==> src/rtl/polyev_pkg.sv <==
// Shared types, constants and fixed-point helpers of the polynomial evaluator.
// Q16.16 rounding and saturation functions used by every pipeline module.
// No dependencies.
package polyev_pkg;

  localparam int MAX_DEGREE = 5;
  localparam int FRAC_BITS  = 16;
  localparam int DW         = 32;
  localparam int SIGMA_W    = 31;
  localparam int DEG_W      = 3;
  localparam int IDX_W      = 8;
  localparam int ACC_W      = DW + 6;
  localparam int PROD_W     = 2 * DW + 2;
  localparam int NSER       = MAX_DEGREE + 1;

  typedef logic [IDX_W-1:0] reg_idx_t;

  localparam reg_idx_t REG_DEGREE     = reg_idx_t'(0);
  localparam reg_idx_t REG_OFFSET     = reg_idx_t'(1);
  localparam reg_idx_t REG_CONST      = reg_idx_t'(2);
  localparam reg_idx_t REG_COEF_FIRST = reg_idx_t'(3);

  typedef logic signed [DW-1:0] fix_t;
  typedef logic signed [ACC_W-1:0] acc_t;

  typedef struct packed {
    logic [DEG_W-1:0]       degree;
    fix_t                   offset;
    fix_t                   coef0;
    fix_t [MAX_DEGREE:1]    coef;
  } cfg_t;

  typedef struct packed {
    fix_t val;
    logic ov;
  } sat_t;

  typedef struct packed {
    fix_t               x_value;
    logic [SIGMA_W-1:0] x_sigma;
    fix_t               prediction_in;
    logic [DW-1:0]      variance_in;
  } item_t;

  typedef struct packed {
    fix_t               prediction;
    fix_t               slope;
    logic [SIGMA_W-1:0] sigma;
    logic [DW-1:0]      variance;
    logic               ov;
  } mid_t;

  typedef struct packed {
    fix_t          prediction_out;
    logic [DW-1:0] variance_out;
    logic          overflow;
  } res_t;

  localparam logic signed [PROD_W-1:0] SAT_HI =
    {{(PROD_W-DW+1){1'b0}}, {(DW-1){1'b1}}};
  localparam logic signed [PROD_W-1:0] SAT_LO =
    {{(PROD_W-DW+1){1'b1}}, {(DW-1){1'b0}}};
  localparam logic signed [PROD_W-1:0] RND_HALF =
    {{(PROD_W-FRAC_BITS){1'b0}}, 1'b1, {(FRAC_BITS-1){1'b0}}};

  function automatic sat_t sat32(input logic signed [PROD_W-1:0] v);
    sat_t r;
    if (v > SAT_HI) begin
      r.val = SAT_HI[DW-1:0];
      r.ov  = 1'b1;
    end else if (v < SAT_LO) begin
      r.val = SAT_LO[DW-1:0];
      r.ov  = 1'b1;
    end else begin
      r.val = v[DW-1:0];
      r.ov  = 1'b0;
    end
    return r;
  endfunction

  function automatic sat_t fmul(input fix_t a, input logic signed [DW:0] b);
    logic signed [PROD_W-1:0] ae;
    logic signed [PROD_W-1:0] be;
    logic signed [PROD_W-1:0] p;
    ae = PROD_W'(a);
    be = PROD_W'(b);
    p  = ae * be + RND_HALF;
    return sat32(p >>> FRAC_BITS);
  endfunction

  function automatic acc_t ext(input fix_t a);
    acc_t r;
    r = ACC_W'(a);
    return r;
  endfunction

endpackage

==> src/rtl/polyev_cfg.sv <==
// Configuration register file: degree, offset and coefficients.
// Depends on polyev_pkg.
module polyev_cfg import polyev_pkg::*; (
  input  logic          clk_i,
  input  logic          rst_ni,
  input  logic          wr_valid_i,
  input  reg_idx_t      wr_index_i,
  input  logic [DW-1:0] wr_data_i,
  output cfg_t          cfg_o
);

  logic [DEG_W-1:0]    deg_q;
  fix_t                offset_q;
  fix_t                coef0_q;
  fix_t [MAX_DEGREE:1] coef_q;

  always_ff @(posedge clk_i or negedge rst_ni) begin
    if (!rst_ni) begin
      deg_q    <= DEG_W'(1);
      offset_q <= '0;
      coef0_q  <= '0;
      coef_q   <= '0;
    end else if (wr_valid_i) begin
      case (wr_index_i)
        REG_DEGREE: deg_q    <= wr_data_i[DEG_W-1:0];
        REG_OFFSET: offset_q <= wr_data_i;
        REG_CONST:  coef0_q  <= wr_data_i;
        default: begin
          for (int k = 1; k <= MAX_DEGREE; k++) begin
            if (wr_index_i == reg_idx_t'(int'(REG_COEF_FIRST) + k - 1)) begin
              coef_q[k] <= wr_data_i;
            end
          end
        end
      endcase
    end
  end

  always_comb begin
    cfg_o.degree = (deg_q > DEG_W'(MAX_DEGREE)) ? DEG_W'(MAX_DEGREE) : deg_q;
    cfg_o.offset = offset_q;
    cfg_o.coef0  = coef0_q;
    cfg_o.coef   = coef_q;
  end

endmodule

==> config.mk <==
export PLATFORM = sky130hd
export DESIGN_NAME = polyev_cfg
export DESIGN_NICKNAME = d
export VERILOG_FILES = /design/src/rtl/polyev_pkg.sv /design/src/rtl/polyev_cfg.sv
export SDC_FILE = /design/constraint.sdc
export NUM_CORES = 1
export LEC_CHECK = 0
export BUFFER_PORTS_ARGS = -buffer_cell sky130_fd_sc_hd__buf_2
export CORE_MARGIN = 8
export CORE_UTILIZATION = 51
export CTS_CLUSTER_SIZE = 14
export DETAILED_ROUTE_END_ITERATION = 6
export GPL_TIMING_DRIVEN = 0
export PLACE_DENSITY = 0.85
export SLEW_MARGIN = 20
export SYNTH_ARGS = -nofsm -noshare
export SYNTH_HDL_FRONTEND = slang
export SYNTH_SLANG_ARGS = --single-unit
==> constraint.sdc <==
create_clock -name clk_i -period 0.86 [get_ports clk_i]
set_input_delay 0.086 -clock clk_i [delete_from_list [all_inputs] [get_ports clk_i]]
set_output_delay 0.086 -clock clk_i [all_outputs]
set_load 0.005 [all_outputs]
==> impl_metrics.toml, run 1 <==
[drt]
wl_per_cell_um = 24.2
num_vias = 6456
vias_per_cell = 5.21
drc_errors = 0
dr.pass1.iters = 4
routed_wl_mm = 29.9
ant_nets = 0
drt_iter0_drc = 349

[synth]
ys.flop_type = "dfrtp_1"
avgSynthCellArea_um2 = 17.7
ys_async_sr_fraction_pct = 100
yosysTopAreaCell = "dfrtp_1"
synth_edf_count = 0
ys_seq_area_share_pct = 64.5
synth_fp_nets = 539
synth_cells = 496
synth_common_cells = "dfrtp_1, mux2_2, mux2_4"
yosys-top-cells-area = "dfrtp_1, mux2_2, mux2_4"
synth_area_mm2 = 0.00880
yosysMostFrequentCell = "dfrtp_1"
synth-warning-count = 0
synth_top_area_share_pct = 64.2
synth_seq_cells = 227
ys_types = 23

[pwr]
pwr-share-clk_pct = 43.1
pwr-share-seq_pct = 46.6
power_frac_comb_pct = 10.3
p_int_w = 0.0191
peakVddDrop_mv = 1.75
switching_share_pct = 22.6
p_switching_w = 0.00558
power.static_leakage_nw = 7.98
power_density_mw_per_mm2 = 1800

[timing]
fin_ws_ps = -632
final_max_slew_viol_count = 0
setup_viol = 454
post-route-period-util_pct = 173
holdWs_ps = -524
max_slew_margin_pct = 66.2
fin_skew_ps = 0
period_needed_ps = 1490
hold_viol_final = 227
tightest_slew_ps = 508
max_freq_mhz = 670
rsz0062_at_grt = "yes"

[floorplan]
num_io_pins = 270
fp.dieH_um = 147
core_area_mm2 = 0.0171
fp.dieW_um = 147
num_rows = 48
initial_utilization_pct = 51.4
dieArea_mm2 = 0.0217

[cells_and_area]
nFillCells = 850
nets = 1036
finish.utilization_pct = 80.4
area_growth_pct = 56.2
layout-drive-gt1-share_pct = 72.9

[setup_path]
path_max_fanout = 5
crit_required_ps = 1250
path_class = "input port to flop"
endpoint_kind = "flop"
cp-start-kind = "input port"
crit_arrival_ps = 1880

[global_routing]
grt_max_degree = 100
grt_usage_pct = 23.5
grt_antenna_before_repair = 2
overflow = 0
grt_first_pass_wirelength_mm = 40.1
first_global_vias = 6854

[cts]
root_buffer = "clkbuf_16"
htreeDepth = 1
clockBufferDepth = 3
cts_tree = "yes"
cts.sinks = 227
clk_pin_slew_ps = 60
postCtsHoldBufs = 32
numCtsBuffers = 24
clk_latency_ps = 510

[placed_design]
portBuffers = 269
place_congestion = 0.770
dp_hpwl_mm = 15.9
place_ws_ps = -1610

[worst_hold_path]
hold_path_class = "input port to asynchronous set/reset pin"

[job]
cap_violations = 0

[run_status]
status = "finished, violations left"
violations = "negative hold slack, negative setup slack"
## worst max-delay path, cell delays in order
cell	delay, ps
buf_8	90
or4_4	580
buf_6	150
nor3_4	270
buf_6	170
buf_6	100
buf_12	120
mux2_4	300
## cell families after synthesis
family | after synthesis | synth area share [%]
compound gates | 1 | 0.0853
buf+inv | 24 | 2.43
flops | 227 | 64.5
mux | 227 | 31.6
simple gates | 17 | 1.35
## sequential cells by signal, indices dropped and copies added, names as in the netlist
register	flops
cfg_o	160
coef0_q	32
offset_q	32
deg_q	3
## layer usage
metal | wire length (µm) | GRT usage (%) | share of wire (%) | up-vias
li1 | - | - | - | 2759
met1 | 11200 | 27.4 | 37 | 3329
met2 | 15400 | 40.2 | 51 | 293
met3 | 2280 | 7.43 | 7.6 | 75
met4 | 1090 | 8.06 | 3.6 | 0
met5 | 0 | 0 | 0 | -
## power groups by stage
stage / combinational [W] / clock (W) / sequential, W
after floorplan: 0.000570 / 0 / 0.0117
after global placement: 0.00170 / 0 / 0.0116
after detailed placement: 0.00179 / 0 / 0.0116
after CTS: 0.00223 / 0.0106 / 0.0115
after global routing: 0.00274 / 0.0112 / 0.0115
final: 0.00255 / 0.0106 / 0.0115
## stage by stage
step | instances | hold WS (ps) | power [W] | TNS (ps) | instance area [µm²]
after floorplan | 496 | -210 | 0.0122 | -164800 | 8900
after global placement | 990 | 405 | 0.0133 | -1176230 | 10500
after detailed placement | 992 | 10.5 | 0.0134 | -249310 | 10600
after CTS | 1158 | -528 | 0.0243 | -145450 | 12800
after global routing | 1238 | -508 | 0.0255 | -170020 | 13800
final | 1238 | -524 | 0.0247 | -162800 | 13800
## layout by cell type, fill, tap and decap left out
| cell | Yosys | final |
|---|---|---|
| nor2b_1 | 1 | 1 |
| nand2b_1 | 1 | 1 |
| a21o_1 | 1 | 1 |
| nor3b_4 | 0 | 1 |
| nand4b_1 | 1 | 1 |
| clkbuf_16 | 0 | 37 |
| dfrtp_1 | 226 | 226 |
| buf_2 | 9 | 259 |
| and3b_1 | 1 | 1 |
| nand3_1 | 3 | 1 |
| nor3b_1 | 1 | 1 |
| nand3_4 | 0 | 1 |
| dfstp_2 | 1 | 1 |
| nor4_4 | 0 | 1 |
| buf_4 | 0 | 142 |
| buf_12 | 6 | 18 |
| buf_6 | 2 | 20 |
| buf_16 | 0 | 4 |
| clkbuf_8 | 0 | 10 |
| mux2_2 | 167 | 115 |
| diode_2 | 0 | 2 |
| nor3_4 | 0 | 2 |
| buf_8 | 0 | 7 |
| nor2_1 | 1 | 1 |
| bufinv_16 | 0 | 1 |
| clkbuf_1 | 6 | 7 |
| mux2_4 | 60 | 112 |
| clkinv_2 | 0 | 2 |
| or4_4 | 1 | 3 |
| nand3_2 | 0 | 1 |
| nand3b_1 | 1 | 1 |
| dlygate4sd3_1 | 0 | 32 |
## path summary, 6_finish.rpt
check | from | endpoint | slack (ps) | cells after the start
setup / recovery | wr_index_i[5] | cfg_o[155] | -630 | 8
hold / removal | rst_ni | coef0_q[5] | -520 | 1
setup reg to reg | cfg_o[56] | cfg_o[56] | -180 | 3
hold reg to reg | cfg_o[39] | cfg_o[39] | 500 | 1
max in group asynchronous | rst_ni | coef0_q[27] | 560 | 2
min in group clk_i | wr_index_i[0] | deg_q[0] | 100 | 4
## final cells by class
| class | count | area (µm²) | area share (%) |
|---|---|---|---|
| diodes | 2 | 5.00 | 0.0364 |
| clock inverters | 3 | 40.0 | 0.291 |
| multi-input cells | 245 | 3170 | 23.1 |
| repair buffers | 473 | 3360 | 24.4 |
| plain buffers | 22 | 429 | 3.12 |
| clock buffers | 41 | 786 | 5.71 |
| flip-flops and latches | 227 | 5680 | 41.3 |
| well taps | 225 | 282 | 2.05 |
## what timing repair did
item	CTS	global route
buffers inserted	86	71
pin swaps	3	6
gates resized for setup	79	52
hold endpoints to repair	454	144
cloned	6	7
setup endpoints to repair	449	449
Note: power is estimated with default switching activity, not from simulation.
==> run 2, diff against run 1 <==
SETUP_SLACK_MARGIN = 0.02   (was unset)
==> run 2 against run 1 <==
Effect of this change:
- the flow still finishes with violations (negative hold slack, negative setup slack)
- total power up 0.46%
- first-iteration DRC count down 24%
- critical endpoint is now coef0_q[18]
- highest routed layer unchanged
- die area unchanged
- sequential power about the same
==> impl_metrics.toml, run 2 (synthesis gave the netlist of run 1 again) <==
[timing]
post-route-period-util_pct = 178
rsz0062_at_grt = "yes"
fin_skew_ps = 0
fin_setup_tns_ps = -172970
max_freq_mhz = 652
tightest_slew_ps = 540
holdWs_ps = -527
hold_viol_final = 227
period_needed_ps = 1530
fin_ws_ps = -673
final_max_slew_viol_count = 0
max_slew_margin_pct = 64.0
setup_viol = 454

[setup_path]
path_class = "input port to flop"
endpoint_kind = "flop"
r2r_slack_ps = -200
cp-start-kind = "input port"
critical_path_buf_inv_count = 3
crit_chain = "buf_8 > or4_4 > or4_4 > buf_8 > buf_12 > mux2_4"
crit_family = "simple AND/OR/NAND/NOR gates"
cp_slowest_stage_delay_ps = 590
crit_path_top_delay_cell = "or4_4"
crit_required_ps = 1240
path_max_fanout = 10
crit_arrival_ps = 1920

[cts]
postCtsHoldBufs = 32
numCtsBuffers = 24
cts_tree = "yes"
cts.sinks = 227
clk_latency_ps = 510
htreeDepth = 1
root_buffer = "clkbuf_16"
clk_pin_slew_ps = 60
clockBufferDepth = 3

[floorplan]
dieArea_mm2 = 0.0217
initial_utilization_pct = 51.4
fp.dieW_um = 147
num_rows = 48
fp.dieH_um = 147
core_area_mm2 = 0.0171
num_io_pins = 270

[cells_and_area]
largest_reg_flops = 160
fin_area_mm2 = 0.0140
area_growth_pct = 58.6
nets = 1050
layout_commonest_cell = "buf_2"
layout-drive-gt1-share_pct = 73.3
final_cell_mix = "buf_2, dfrtp_1, buf_4"
nFillCells = 810

[pwr]
peakVddDrop_mv = 1.80
power.static_leakage_nw = 8.08
power_density_mw_per_mm2 = 1780

[drt]
wl_per_cell_um = 25.0
dr.pass1.iters = 4
drt_iter0_drc = 266
drc_errors = 0
routed_wl_mm = 31.4
vias_per_cell = 5.25
ant_nets = 0
num_vias = 6575

[placed_design]
portBuffers = 269
dpl_cell_area_mm2 = 0.0106
dp_hpwl_mm = 15.9
place_ws_ps = -1610
place_congestion = 0.770

[run_status]
violations = "negative hold slack, negative setup slack"
status = "finished, violations left"

[global_routing]
grt_first_pass_wirelength_mm = 41.2
grt_max_degree = 100
met2_usage_pct = 41.5
use_met1_pct = 28.2
overflow = 0
first_global_vias = 6946
grt_usage_pct = 24.3
busiest_layer = "met2"
use_met3_pct = 7.43
grt_antenna_before_repair = 3

[worst_hold_path]
hold_path_class = "input port to asynchronous set/reset pin"

[job]
cap_violations = 0
-- run 2: changes by cell type in the layout (fill, tap and decap cells not counted), sizes merged --
cell,change
buf,+17
bufbuf,+1
clkbuf,-4
diode,+1
-- run 2: area by class of cell --
class	instances	area, µm²	share of cell area (%)
diodes	3	7.51	0.0538
plain buffers	22	419	3.00
clock buffers	41	786	5.63
clock inverters	3	40.0	0.287
multi-input cells	245	3230	23.1
flip-flops and latches	227	5680	40.7
well taps	225	282	2.02
repair buffers	487	3520	25.2
-- run 2: power by group --
part | switching (W) | internal (W)
combinational | 0.00112 | 0.00150
clock | 0.00421 | 0.00648
sequential | 0.000318 | 0.0112
total | 0.00565 | 0.0192
-- run 2: worst paths after layout --
path	from	end	cells past startpoint
worst max-delay path	wr_index_i[5]	coef0_q[18]	6
worst min-delay path	rst_ni	coef0_q[1]	1
worst max register to register	cfg_o[104]	cfg_o[104]	3
worst min register to register	cfg_o[126]	cfg_o[126]	1
max in group asynchronous	rst_ni	cfg_o[16]	2
min in group clk_i	wr_index_i[0]	deg_q[0]	4
-- run 2: what timing repair did --
action / CTS / global route
resized for setup: 74 / 86
cloned: 10 / 3
endpoints found under the setup margin: 449 / 449
buffers inserted: 92 / 80
endpoints found under the hold margin: 454 / 141
pin swaps: 5 / 6
-- run 2: layer usage --
layer | part of all wire [%] | up-vias
met4 | 3.2 | 0
li1 | - | 2800
met5 | 0 | -
met1 | 37 | 3424
met2 | 52 | 282
met3 | 7.2 | 69
-- run 2: per-stage QoR --
step / power, W / utilization (%) / cells / hold slack (ps)
floorplan: 0.0122 / - / 496 / -210
global placement: 0.0133 / 61.5 / 990 / 405
detailed placement: 0.0134 / 61.9 / 992 / 10.5
CTS: 0.0243 / 75.9 / 1170 / -528
global route: 0.0255 / 81.6 / 1253 / -507
finish: 0.0248 / 81.6 / 1253 / -527
